$ cat src/rtl/assert_macros.svh
// ----------------------------------------------------------------------------
// Assertion macros shared by the neighbor table RTL.
// ----------------------------------------------------------------------------
`ifndef ASSERT_MACROS_SVH
`define ASSERT_MACROS_SVH

// Checked on every rising clock edge outside of reset.
`define MNTF_ASSERT(name, prop, msg) \
  name: assert property (@(posedge clk) disable iff (rst) prop) \
    else $error(msg);

// Checked on every rising clock edge, reset included.
`define MNTF_ASSERT_ALWAYS(name, prop, msg) \
  name: assert property (@(posedge clk) prop) \
    else $error(msg);

`endif

$ cat src/rtl/mntf_pkg.sv
// ----------------------------------------------------------------------------
// mntf_pkg
// Types, constants and helpers for the mesh neighbor table forwarder.
// ----------------------------------------------------------------------------
`default_nettype none

package mntf_pkg;

  localparam int TABLE_ENTRIES = 16;
  localparam int IDX_W = (TABLE_ENTRIES > 1) ? $clog2(TABLE_ENTRIES) : 1;
  localparam int CNT_W = $clog2(TABLE_ENTRIES + 1);
  localparam logic [IDX_W-1:0] LAST_IDX = IDX_W'(TABLE_ENTRIES - 1);

  localparam int ID_W   = 32;
  localparam int TIME_W = 32;
  localparam int HOP_W  = 8;

  localparam int CFG_IDX_W  = 2;
  localparam int CFG_DATA_W = 32;

  // Configuration register indexes.
  localparam logic [CFG_IDX_W-1:0] CFG_OWN_ID    = 2'd0;
  localparam logic [CFG_IDX_W-1:0] CFG_BCAST_ID  = 2'd1;
  localparam logic [CFG_IDX_W-1:0] CFG_TIMEOUT   = 2'd2;
  localparam logic [CFG_IDX_W-1:0] CFG_HOP_LIMIT = 2'd3;

  // Input kinds carried on tuser.
  localparam logic ACT_PACKET = 1'b0;
  localparam logic ACT_SWEEP  = 1'b1;

  // Table status codes.
  localparam logic [2:0] STAT_UPDATED = 3'd0;
  localparam logic [2:0] STAT_INSERTED = 3'd1;
  localparam logic [2:0] STAT_FULL    = 3'd2;
  localparam logic [2:0] STAT_IGNORED = 3'd3;
  localparam logic [2:0] STAT_SWEEP   = 3'd4;

  // Input item on s_tdata, last field (dest_id) in the lowest bits.
  typedef struct packed {
    logic [6:0]        pad;
    logic [TIME_W-1:0] now_ms;
    logic signed [7:0] signal_snr;
    logic signed [8:0] signal_rssi;
    logic [HOP_W-1:0]  hop_count;
    logic [ID_W-1:0]   source_id;
    logic [ID_W-1:0]   dest_id;
  } in_item_t;

  // Result item on m_tdata, last field (for_us) in the lowest bits.
  typedef struct packed {
    logic [4:0]       pad;
    logic [4:0]       online_count;
    logic [4:0]       went_offline;
    logic [3:0]       entry_index;
    logic [2:0]       table_status;
    logic [HOP_W-1:0] forward_hops;
    logic             forward;
    logic             for_us;
  } out_item_t;

  typedef struct packed {
    logic              en;
    logic              full;   // full entry write, else only the online flag is cleared
    logic [IDX_W-1:0]  idx;
    logic [ID_W-1:0]   node_id;
    logic [TIME_W-1:0] last_heard;
  } tbl_wr_t;

  typedef struct packed {
    logic [ID_W-1:0]   node_id;
    logic              online;
    logic [TIME_W-1:0] last_heard;
  } tbl_rd_t;

  typedef struct packed {
    logic live;      // occupied and online
    logic stale;     // live and silent for longer than the timeout
    logic id_match;
    logic id_free;
  } entry_eval_t;

  function automatic logic [4:0] sat_count(input logic [8:0] n);
    logic [4:0] r;
    r = (n > 9'd31) ? 5'd31 : n[4:0];
    return r;
  endfunction

endpackage

`default_nettype wire

$ cat src/rtl/mntf_table.sv
// ----------------------------------------------------------------------------
// mntf_table
// Neighbor table storage: ids and online flags in resettable flops, last heard
// times in a memory. One registered read and one write per cycle.
// ----------------------------------------------------------------------------
`default_nettype none

module mntf_table (
  input  wire                         clk,
  input  wire                         rst,
  input  wire                         rd_en,
  input  wire  [mntf_pkg::IDX_W-1:0]  rd_idx,
  output mntf_pkg::tbl_rd_t           rd,
  input  mntf_pkg::tbl_wr_t           wr
);
  import mntf_pkg::*;

  logic [ID_W-1:0]   node_id    [TABLE_ENTRIES];
  logic              online     [TABLE_ENTRIES];
  logic [TIME_W-1:0] last_heard [TABLE_ENTRIES];

  always_ff @(posedge clk) begin
    if (rst) begin
      for (int i = 0; i < TABLE_ENTRIES; i++) begin
        node_id[i] <= '0;
        online[i]  <= 1'b0;
      end
    end else if (wr.en) begin
      if (wr.full) begin
        node_id[wr.idx] <= wr.node_id;
        online[wr.idx]  <= 1'b1;
      end else begin
        online[wr.idx]  <= 1'b0;
      end
    end
  end

  always_ff @(posedge clk) begin
    if (wr.en && wr.full) begin
      last_heard[wr.idx] <= wr.last_heard;
    end
    if (rd_en) begin
      rd.node_id    <= node_id[rd_idx];
      rd.online     <= online[rd_idx];
      rd.last_heard <= last_heard[rd_idx];
    end
  end

endmodule

`default_nettype wire

$ cat src/rtl/mntf_entry_unit.sv
// ----------------------------------------------------------------------------
// mntf_entry_unit
// Shared evaluation unit: one id compare and one wrapping age subtract and
// compare, applied to one table entry per cycle.
// ----------------------------------------------------------------------------
`default_nettype none

module mntf_entry_unit (
  input  mntf_pkg::tbl_rd_t              rd,
  input  wire  [mntf_pkg::ID_W-1:0]      source_id,
  input  wire  [mntf_pkg::TIME_W-1:0]    now_ms,
  input  wire  [mntf_pkg::TIME_W-1:0]    timeout_ms,
  output mntf_pkg::entry_eval_t          ev
);
  import mntf_pkg::*;

  logic [TIME_W-1:0] age;
  logic              occupied;

  always_comb begin
    occupied    = (rd.node_id != '0);
    age         = now_ms - rd.last_heard;
    ev.live     = occupied && rd.online;
    ev.stale    = ev.live && (age > timeout_ms);
    ev.id_match = (rd.node_id == source_id);
    ev.id_free  = !occupied;
  end

endmodule

`default_nettype wire

$ cat src/rtl/mesh_neighbor_table_forwarder_top.sv
// ----------------------------------------------------------------------------
// mesh_neighbor_table_forwarder_top
// Mesh packet filter with a neighbor table that ages out silent nodes.
// ----------------------------------------------------------------------------
// Input items arrive on s_tvalid/s_tready/s_tdata with s_tuser selecting a
// received packet header (0) or an age sweep (1). Each item yields exactly one
// result item on m_tvalid/m_tready/m_tdata: the for-us and forward decision,
// the table outcome and the online neighbor count.
// Every item walks the whole table, one entry per cycle through the table's
// single registered read port and the shared compare unit. The result shows
// on m_tvalid after the scan and the UPDATE and FINISH states, and s_tready
// rises in the same cycle as the result, so a new item is taken only once
// the last one's result has been registered.
// s_tready is low while an item is being processed.
// A stalled receiver holds the result in the output register; the next input
// item is still taken and processed, and its result waits until the held
// one leaves.
// Synchronous reset empties the table, marks all entries offline and loads
// the register defaults. Configuration writes on cfg_we/cfg_index/cfg_data
// take effect at once and are meant to be made while the block is idle.
// ----------------------------------------------------------------------------
`default_nettype none

`include "assert_macros.svh"

module mesh_neighbor_table_forwarder_top (
  input  wire                               clk,
  input  wire                               rst,
  // s_tdata: dest_id, source_id, hop_count, signal_rssi, signal_snr, now_ms
  input  wire                               s_tvalid,
  output logic                              s_tready,
  input  wire  [127:0]                      s_tdata,
  // s_tuser: action
  input  wire  [0:0]                        s_tuser,
  // m_tdata: for_us, forward, forward_hops, table_status, entry_index,
  //          went_offline, online_count
  output logic                              m_tvalid,
  input  wire                               m_tready,
  output logic [31:0]                       m_tdata,
  input  wire                               cfg_we,
  input  wire  [mntf_pkg::CFG_IDX_W-1:0]    cfg_index,
  input  wire  [mntf_pkg::CFG_DATA_W-1:0]   cfg_data
);
  import mntf_pkg::*;

  typedef enum logic [1:0] {ST_IDLE, ST_SCAN, ST_UPDATE, ST_FINISH} state_t;

  // Configuration registers.
  logic [ID_W-1:0]   own_node_id;
  logic [ID_W-1:0]   broadcast_id;
  logic [TIME_W-1:0] node_timeout_ms;
  logic [HOP_W-1:0]  hop_limit;

  always_ff @(posedge clk) begin
    if (rst) begin
      own_node_id     <= '0;
      broadcast_id    <= '1;
      node_timeout_ms <= TIME_W'(300000);
      hop_limit       <= HOP_W'(3);
    end else if (cfg_we) begin
      case (cfg_index)
        CFG_OWN_ID:    own_node_id     <= cfg_data;
        CFG_BCAST_ID:  broadcast_id    <= cfg_data;
        CFG_TIMEOUT:   node_timeout_ms <= cfg_data;
        CFG_HOP_LIMIT: hop_limit       <= cfg_data[HOP_W-1:0];
        default: ;
      endcase
    end
  end

  in_item_t    s_item;
  state_t      state;
  logic        issue_busy;
  logic [IDX_W-1:0] issue_idx;
  logic        eval_vld;
  logic [IDX_W-1:0] eval_idx;

  // Captured item and decisions.
  logic              act_sweep;
  logic [ID_W-1:0]   src_id;
  logic [TIME_W-1:0] now_ms;
  logic              mine;
  logic              ignored;
  logic              fwd;
  logic [HOP_W-1:0]  fwd_hops;

  // Scan results.
  logic              found;
  logic [IDX_W-1:0]  found_idx;
  logic              found_live;
  logic              have_free;
  logic [IDX_W-1:0]  free_idx;
  logic [CNT_W-1:0]  live_cnt;
  logic [CNT_W-1:0]  offl_cnt;
  logic [2:0]        res_status;
  logic [IDX_W-1:0]  res_slot;

  out_item_t   res;
  tbl_rd_t     tbl_rd;
  tbl_wr_t     tbl_wr;
  entry_eval_t ev;
  logic [7:0]  slot8;

  assign s_item   = in_item_t'(s_tdata);
  assign s_tready = (state == ST_IDLE);
  assign m_tdata  = res;
  assign slot8    = 8'(res_slot);

  mntf_table u_table (
    .clk    (clk),
    .rst    (rst),
    .rd_en  (issue_busy),
    .rd_idx (issue_idx),
    .rd     (tbl_rd),
    .wr     (tbl_wr)
  );

  mntf_entry_unit u_entry (
    .rd         (tbl_rd),
    .source_id  (src_id),
    .now_ms     (now_ms),
    .timeout_ms (node_timeout_ms),
    .ev         (ev)
  );

  always_comb begin
    tbl_wr            = '0;
    tbl_wr.node_id    = src_id;
    tbl_wr.last_heard = now_ms;
    if (state == ST_SCAN && eval_vld && act_sweep && ev.stale) begin
      tbl_wr.en  = 1'b1;
      tbl_wr.idx = eval_idx;
    end else if (state == ST_UPDATE && !act_sweep && !ignored && (found || have_free)) begin
      tbl_wr.en   = 1'b1;
      tbl_wr.full = 1'b1;
      tbl_wr.idx  = found ? found_idx : free_idx;
    end
  end

  always_ff @(posedge clk) begin
    if (rst) begin
      state      <= ST_IDLE;
      issue_busy <= 1'b0;
      eval_vld   <= 1'b0;
      m_tvalid   <= 1'b0;
    end else begin
      if (m_tvalid && m_tready && state != ST_FINISH) begin
        m_tvalid <= 1'b0;
      end
      eval_vld <= issue_busy;
      eval_idx <= issue_idx;
      case (state)
        ST_IDLE: begin
          if (s_tvalid) begin
            act_sweep  <= (s_tuser[0] == ACT_SWEEP);
            src_id     <= s_item.source_id;
            now_ms     <= s_item.now_ms;
            mine       <= (s_item.dest_id == own_node_id) ||
                          (s_item.dest_id == broadcast_id);
            ignored    <= (s_item.source_id == own_node_id) ||
                          (s_item.source_id == broadcast_id) ||
                          (s_item.source_id == '0);
            fwd        <= (s_item.dest_id != own_node_id) &&
                          (s_item.dest_id != broadcast_id) &&
                          (s_item.hop_count < hop_limit);
            fwd_hops   <= s_item.hop_count + HOP_W'(1);
            found      <= 1'b0;
            found_idx  <= '0;
            found_live <= 1'b0;
            have_free  <= 1'b0;
            free_idx   <= '0;
            live_cnt   <= '0;
            offl_cnt   <= '0;
            issue_busy <= 1'b1;
            issue_idx  <= '0;
            state      <= ST_SCAN;
          end
        end
        ST_SCAN: begin
          if (issue_busy) begin
            if (issue_idx == LAST_IDX) begin
              issue_busy <= 1'b0;
            end else begin
              issue_idx <= issue_idx + IDX_W'(1);
            end
          end
          if (eval_vld) begin
            if (act_sweep) begin
              if (ev.stale) begin
                offl_cnt <= offl_cnt + CNT_W'(1);
              end else if (ev.live) begin
                live_cnt <= live_cnt + CNT_W'(1);
              end
            end else begin
              if (ev.live) begin
                live_cnt <= live_cnt + CNT_W'(1);
              end
              if (!ignored && !found && ev.id_match) begin
                found      <= 1'b1;
                found_idx  <= eval_idx;
                found_live <= ev.live;
              end
              if (!have_free && ev.id_free) begin
                have_free <= 1'b1;
                free_idx  <= eval_idx;
              end
            end
            if (eval_idx == LAST_IDX) begin
              state <= ST_UPDATE;
            end
          end
        end
        ST_UPDATE: begin
          if (act_sweep) begin
            res_status <= STAT_SWEEP;
            res_slot   <= '0;
          end else if (ignored) begin
            res_status <= STAT_IGNORED;
            res_slot   <= '0;
          end else if (found) begin
            // A matched entry that was offline comes back online.
            res_status <= STAT_UPDATED;
            res_slot   <= found_idx;
            if (!found_live) begin
              live_cnt <= live_cnt + CNT_W'(1);
            end
          end else if (have_free) begin
            res_status <= STAT_INSERTED;
            res_slot   <= free_idx;
            live_cnt   <= live_cnt + CNT_W'(1);
          end else begin
            res_status <= STAT_FULL;
            res_slot   <= '0;
          end
          state <= ST_FINISH;
        end
        ST_FINISH: begin
          if (!m_tvalid || m_tready) begin
            res.pad          <= '0;
            res.for_us       <= !act_sweep && mine;
            res.forward      <= !act_sweep && fwd;
            res.forward_hops <= (!act_sweep && fwd) ? fwd_hops : '0;
            res.table_status <= res_status;
            res.entry_index  <= slot8[3:0];
            res.went_offline <= sat_count(9'(offl_cnt));
            res.online_count <= sat_count(9'(live_cnt));
            m_tvalid         <= 1'b1;
            state            <= ST_IDLE;
          end
        end
        default: state <= ST_IDLE;
      endcase
    end
  end

  `MNTF_ASSERT(a_idle_no_scan, (state == ST_IDLE) |-> (!issue_busy && !eval_vld), "scan active while idle")
  `MNTF_ASSERT(a_full_write_in_update, (tbl_wr.en && tbl_wr.full) |-> (state == ST_UPDATE), "entry write outside update")
  `MNTF_ASSERT(a_accept_starts_scan, (s_tvalid && s_tready) |=> (state == ST_SCAN && issue_busy), "accepted item did not start a scan")
  `MNTF_ASSERT(a_sweep_result_clean, (m_tvalid && res.table_status == STAT_SWEEP) |-> (!res.for_us && !res.forward && res.entry_index == 4'd0), "sweep result carries packet fields")
  `MNTF_ASSERT_ALWAYS(a_reset_idle, rst |=> (state == ST_IDLE && !m_tvalid), "reset did not return to idle")

endmodule

`default_nettype wire

$ cat config.mk
export PLATFORM = sky130hd
export DESIGN_NAME = mesh_neighbor_table_forwarder_top
export DESIGN_NICKNAME = d
export VERILOG_FILES = /design/src/rtl/mntf_pkg.sv /design/src/rtl/mntf_table.sv /design/src/rtl/mntf_entry_unit.sv /design/src/rtl/mesh_neighbor_table_forwarder_top.sv
export VERILOG_INCLUDE_DIRS = /design/src /design/src/rtl
export SDC_FILE = /design/constraint.sdc
export NUM_CORES = 2
export LEC_CHECK = 0
export ABC_AREA = 1
export BUFFER_PORTS_ARGS = -buffer_cell sky130_fd_sc_hd__buf_2
export CAP_MARGIN = 0
export CORE_AREA = 2 2 338 340
export DETAILED_ROUTE_END_ITERATION = 10
export DIE_AREA = 0 0 340 342
export PLACE_DENSITY = 0.74
export SYNTH_ARGS = -nofsm -noshare
export SYNTH_HDL_FRONTEND = slang
export SYNTH_HIERARCHICAL = 1
export SYNTH_SLANG_ARGS = --single-unit
$ cat constraint.sdc
create_clock -name clk -period 7 [get_ports clk]
set_clock_uncertainty 0.1 [all_clocks]
set_input_delay 0.7 -clock clk [delete_from_list [all_inputs] [get_ports clk]]
set_output_delay 0.7 -clock clk [all_outputs]
set_load 0.1 [all_outputs]
After elaboration in Yosys (flattened, before gate mapping)
Memory sizes are Yosys's and may differ from the RTL's. A register that Yosys moved wholly into a read port is not among the register bits.
Cells that the tools add are included.
Widths: inputs -> output; s select.
{"block": "word_totals", "reg_bits": 248, "ramBits": 1040, "input_bits": 168, "mem_count": 3}
{"memory": "u_table.last_heard", "words": 16, "word_bits": 32, "rd": 1, "rd_clocked_by_memory_dff": 1, "write_ports": 1, "line": "mntf_table.sv:20", "source": "logic [TIME_W-1:0] last_heard [TABLE_ENTRIES];"}
{"memory": "u_table.node_id", "words": 16, "word_bits": 32, "rd": 1, "rd_clocked_by_memory_dff": 1, "write_ports": 16, "line": "mntf_table.sv:18", "source": "logic [ID_W-1:0] node_id [TABLE_ENTRIES];"}
{"memory": "u_table.online", "words": 16, "word_bits": 1, "rd": 1, "rd_clocked_by_memory_dff": 1, "write_ports": 16, "line": "mntf_table.sv:19", "source": "logic online [TABLE_ENTRIES];"}
{"block": "classes", "add_sub_neg": 5, "magnitude_cmp": 2, "n_eq_ne": 32, "n_mux": 81, "n_bitwise": 2, "n_reduce_logical": 52}
{"operator": "$eq 32x32->1", "n": 5}
{"operator": "$mux 5", "n": 13}
{"operator": "$ne 32x32->1", "n": 2}
{"operator": "$mux 4", "n": 15}
{"operator": "$mux 1", "n": 34}
{"operator": "$gt 32x32->1", "n": 1}
{"operator": "$logic_not 32->1", "n": 1}
{"operator": "$mux 32", "n": 1}
{"operator": "$reduce_bool 32->1", "n": 1}
{"operator": "$reduce_or 32->1", "n": 1}
{"operator": "$sub 32x32->32", "n": 1}
{"operator": "$pmux 4 s2", "n": 3}
{"operator": "$ne 2x2->1 const B", "n": 11}
{"operator": "$logic_and 1x1->1", "n": 18}
{"operator": "$reduce_and 6->1", "n": 3}
{"operator": "$pmux 5 s3", "n": 1}
{"operator": "$mux 2", "n": 7}
{"operator": "$reduce_and 2->1", "n": 6}
{"operator": "$add 5x1->5 const B", "n": 2}
{"operator": "$pmux 5 s2", "n": 1}
{"operator": "$ne 3x3->1 const B", "n": 3}
{"operator": "$reduce_and 9->1", "n": 1}
{"operator": "$add 8x1->8 const B", "n": 1}
{"operator": "$eq 2x2->1 const B", "n": 4}
{"operator": "other kinds (20)", "n": 38}

Logic depth before layout (Yosys ltp)
{"block": "depth", "depth_word": 13, "mapped_depth": 35}

Cells and area by module
The synthesis kept the hierarchy.
{"module": "mntf_table", "n_inst": 1, "cells_per_inst": 5002, "area_each_um2": 49184.7, "seq_area_each_um2": 33181.8}
{"module": "mesh_neighbor_table_forwarder_top", "n_inst": 1, "cells_per_inst": 1131, "area_each_um2": 10827.9, "seq_area_each_um2": 6356.1}
{"module": "mntf_entry_unit", "n_inst": 1, "cells_per_inst": 760, "area_each_um2": 3882.5, "seq_area_each_um2": 0.0}

Worst setup path before layout
Ideal clock, no wire load.
{"block": "synth_timing", "path_type": "register to register", "from": "register now_ms[0]", "to": "memory u_table.node_id[3][0] (enable)", "setup_ps": 466, "t_arrival_ps": 5857, "slack_ps": 577, "path_stages_with_launch": 30, "path_buffers": 0, "synth_period_minus_slack_ps": 6423, "cell_sequence": "edfxtp_1 > inv_1 > ha_1 > inv_1 > fa_1 > nand2_1 > nand3_1 > nand3_1 > nand2_2 > nand2_1 > nand2_2 > nand2_1 > nand2_1 > nand2_1 > nand2_1 > ha_1 > nand2_1 > nor2_1 > nand4_1 > nor2_1 > nand2_1 > a21oi_1 > nand2_1 > nor2_1 > nand3_1 > o21ai_0 > nand2_1 > inv_1 > nand2_1 > o21ai_0"}
{"element": "start: declaration", "line": "mesh_neighbor_table_forwarder_top.sv:81", "source": "logic [TIME_W-1:0] now_ms;"}
{"element": "start signal: assignment", "line": "mesh_neighbor_table_forwarder_top.sv:157", "source": "now_ms <= s_item.now_ms;"}
{"element": "end: declaration", "line": "mntf_table.sv:18"}

==> run_results.csv <==
group,metric,value,unit
status,run_status,"finished clean",
final_layout,num-nets-final,7236,
synth,ys.flop_type,"sky130_fd_sc_hd__edfxtp_1",
timing,worst_pin_slew,1.14,ns
synth,syn_avg_cell_area,9.27,sq um
clock_network,clkLatencyLatePin,0.76,ns
clock_network,tritoncts,"built",
critical_path,rr_worst_depth,27,
synth,synth_cell_area,63900,sq um
placed_design,globalplace.congestion,0.913,
synth,synth.ff_latch_count,1353,
drt,count_of_unresolved_drc_violations_after_routing,0,
timing,layout_worst_path_cycle_share,87.2,%
critical_path,timing.reg2reg.setup_slack,0.90,ns
clock_network,numCtsBuffers,139,
floorplanning,core_region_area,113000,sq um
floorplanning,design.die.area,116000,sq um
critical_path,end_kind,"flip-flop",
global_route,groute.usage.overall,29.7,%
run,cap_violations,0,
drt,dr.pass1.iters,8,
critical_path,timing.critical_path.from_type,"flip-flop",
synth,synthDominantAreaCellType,"sky130_fd_sc_hd__edfxtp_1",
clock_network,numClockSinks,1353,
placed_design,dp_hpwl,101,mm
floorplanning,boundaryPins,202,
global_route,number_of_antenna_violations_at_the_first_check_in_global_routing,3,
timing,slew_viol_final,0,
floorplanning,die_width,340,um
floorplanning,floorplan.rows,124,
synth,synth_area_leaders,"sky130_fd_sc_hd__edfxtp_1 58%, sky130_fd_sc_hd__nand2_1 11%, sky130_fd_sc_hd__nand3_1 6.9%",
final_layout,final_layout_size_suffix_gt1_share,8.04,%
drt,drtIter0Drc,5718,
final_layout,final_design_area_no_fill,70800,sq um
timing,hold-worst-slack,0.0348,ns
critical_path,timing_worst_setup_path_type,"reg -> reg",
critical_path,worstPathArrival,6.44,ns
pwr,power.ir.vdd_worst,0.361,mV
drt,postRouteWirelength,174,mm
synth,synth_seq_area_share,61.9,%
timing,timing.setup.tns,0,ns
clock_network,cts_root_buf,"sky130_fd_sc_hd__clkbuf_16",
final_layout,layout-area-overhead-vs-synth,10.9,%
placed_design,placed_cell_area,66300,sq um
critical_path,crit_path_max_fanout,20,
clock_network,post-cts-setup-buffers,0,
drt,antenna_left,0,
floorplanning,initial_core_util,56.5,%
drt,dr_total_vias,47206,
synth,syn-instance-count,6893,
clock_network,cts-htree-levels,4,
critical_path,crit_end,"u_table/last_heard[13][26]",
clock_network,clk_pin_slew_worst_paths,0.06,ns
timing,finalHoldViolCount,0,
final_layout,fillCellCount,8821,
synth,yosys_synthesis_warning_count,6,
drt,detail_route.wl_per_cell,20.2,um
critical_path,worst_r2r_startpoint,"now_ms[26]",
global_route,vias_in_the_first_global_route,45632,
timing,max_freq,164,MHz
pwr,pwr_density_cell,317,nW/um^2
final_layout,postLayoutCoreUtil,62.6,%
timing,final.min_clock_period,6.10,ns
synth,synth_enable_flop_cells,1244,
min_path,hp-class,"in -> reg",
clock_network,max-clock-path-buffers,3,
global_route,global_route_wire_length_before_repair,264,mm
timing,rsz0062_at_grt,"no",
timing,slew_headroom,23.9,%
timing,setup_viol,0,
floorplanning,chipHeight,342,um
synth,synth_async_sr_flop_share,0,%
critical_path,timing.critical_path.from,"now_ms[26]",
pwr,power.leakage,31.2,nW
placed_design,numPortBuffers,172,
global_route,maximum_number_of_pins_on_one_net_before_global_route_repair,192,
synth,yosysTopAreaCellShare,58.5,%
drt,vias_per_cell,5.48,
critical_path,required_time_of_the_critical_path,7.34,ns
critical_path,worst_r2r_endpoint,"u_table/last_heard[13][26]",
global_route,grt.overflow.total,0,
synth,netlist-cell-type-count,50,
[cells in the mapped netlist, types with 23 or more instances]
| master | number |
|---|---|
| sky130_fd_sc_hd__xor2_1 | 25 |
| sky130_fd_sc_hd__clkbuf_1 | 108 |
| sky130_fd_sc_hd__edfxtp_1 | 1244 |
| sky130_fd_sc_hd__buf_1 | 23 |
| sky130_fd_sc_hd__nand3_1 | 875 |
| sky130_fd_sc_hd__dfxtp_1 | 109 |
| sky130_fd_sc_hd__xnor2_1 | 132 |
| sky130_fd_sc_hd__nor2_1 | 789 |
| sky130_fd_sc_hd__a21oi_1 | 59 |
| sky130_fd_sc_hd__inv_1 | 1119 |
| sky130_fd_sc_hd__ha_1 | 79 |
| sky130_fd_sc_hd__o21ai_0 | 94 |
| sky130_fd_sc_hd__buf_2 | 180 |
| sky130_fd_sc_hd__nand2_1 | 1895 |
[area by class of cell]
class / count / area (sq um) / area share, %
antenna: 2 / 5.00 / 0.00707
clock buffer: 176 / 3760 / 5.31
clock inverter: 75 / 616 / 0.869
inverter: 1137 / 4290 / 6.06
multi-input combinational: 4068 / 18600 / 26.3
sequential: 1353 / 39500 / 55.8
tap: 1512 / 1890 / 2.67
timing repair buffer: 289 / 2120 / 3.00
[critical path: stages, from the launching register on]
cell and delay, ns:
sky130_fd_sc_hd__edfxtp_1 0.63, sky130_fd_sc_hd__ha_1 0.51, sky130_fd_sc_hd__nand2_1 0.19, sky130_fd_sc_hd__inv_1 0.06, sky130_fd_sc_hd__nand2_1 0.06, sky130_fd_sc_hd__nand2_1 0.06
sky130_fd_sc_hd__nand2_1 0.06, sky130_fd_sc_hd__nand3_1 0.07, sky130_fd_sc_hd__a21oi_1 0.25, sky130_fd_sc_hd__nand2_1 0.08, sky130_fd_sc_hd__nand2_1 0.06, sky130_fd_sc_hd__nand2_1 0.06
sky130_fd_sc_hd__ha_1 0.30, sky130_fd_sc_hd__nand2_1 0.07, sky130_fd_sc_hd__nor2_1 0.15, sky130_fd_sc_hd__nand4_1 0.14, sky130_fd_sc_hd__nor2_1 0.15, sky130_fd_sc_hd__nand2_1 0.07
sky130_fd_sc_hd__a21oi_1 0.19, sky130_fd_sc_hd__nand2_1 0.10, sky130_fd_sc_hd__nor2_1 0.35, sky130_fd_sc_hd__nand3_1 0.11, sky130_fd_sc_hd__o21ai_0 0.33, sky130_fd_sc_hd__inv_1 0.18
sky130_fd_sc_hd__nor2_1 0.25, sky130_fd_sc_hd__nand3_1 0.28, sky130_fd_sc_hd__nor2_4 0.61, sky130_fd_sc_hd__buf_12 0.28
[cell families (layout without fill, tap and decap cells)]
logic type                 after synthesis  in the layout  share of synthesized area, %
and+or+nand+nor                       3644           3644                          23.5
xor gates and xnor gates               157            157                          2.15
DFF                                   1353           1353                          61.9
buffers and inverters                 1476           1677                          9.30
adders and majority gates               80             80                          1.58
muxes                                    2              2                        0.0313
other                                    1              7                       0.00587
AOI/OAI and AO/OA                      180            180                          1.51
[what timing repair did]
item / in CTS / in global routing
hold endpoints to repair: 18 / 0
resized for setup: 0 / 0
hold buffers: 18 / 0
[how the worst min path moves through the flow]
stage                             start           to  slack, ns  cells after the start
after floorplan           res_status[0]  m_tdata[10]       0.30                      0
after global placement      res_slot[3]  m_tdata[16]       0.31                      0
after detailed placement  res_status[0]  m_tdata[10]       0.31                      0
after CTS                  s_tdata[117]   now_ms[28]      0.001                      1
after global routing       s_tdata[115]   now_ms[26]       0.01                      1
final                      s_tdata[115]   now_ms[26]       0.03                      1
[through the flow]
| step | instances | total power, mW | setup slack (ns) |
|---|---|---|---|
| finish | 8612 | 22.5 | 0.898 |
| global route | 8611 | 23.5 | 0.430 |
| CTS | 8610 | 22.5 | 0.933 |
| detailed placement | 8341 | 15.3 | 0.949 |
| global placement | 8341 | 15.2 | 1.03 |
| floorplan | 6897 | 13.7 | 0.577 |
[registers in the layout, summed over array words and instances (netlist names), 16 cells and up]
name / flops
u_table/last_heard: 512
u_table/node_id: 512
u_table/rd: 65
broadcast_id: 32
node_timeout_ms: 32
now_ms: 32
own_node_id: 32
src_id: 32
m_tdata: 27
u_table/online: 16
[power breakdown]
group	leakage (nW)	switching [mW]	internal, mW	total (mW)
sequential	12.9	0.340	9.44	9.78
combinational	16.3	3.89	1.60	5.49
clock	2.14	3.09	4.11	7.20
total	31.2	7.33	15.1	22.5
[cells in the final DEF (no fill, tap or decap), drive strengths merged, types with 2 or more instances in the layout]
cell and count:
a211oi 3, a21boi 3, a21o 3, a21oi 59
a31oi 2, buf 271, bufinv 8, clkbuf 176
clkinv 51, clkinvlp 7, conb 5, dfxtp 109
diode 2, dlygate4sd3 18, edfxtp 1244, ha 79
inv 1146, mux2i 2, nand2 1914, nand3 875
nand4 12, nor2 800, nor3 19, nor4 10
o211ai 8, o21ai 96, o21bai 2, or2 11
xnor2 132, xor2 25
[layer usage]
layer	GRT usage [%]	routed length [um]	vias up
met1	38.0	64500	22182
met2	49.2	83800	2437
li1	-	-	22067
met3	4.91	16900	520
met4	15.2	9080	0
met5	0	0	-
Power figures use the tool's default switching activity.
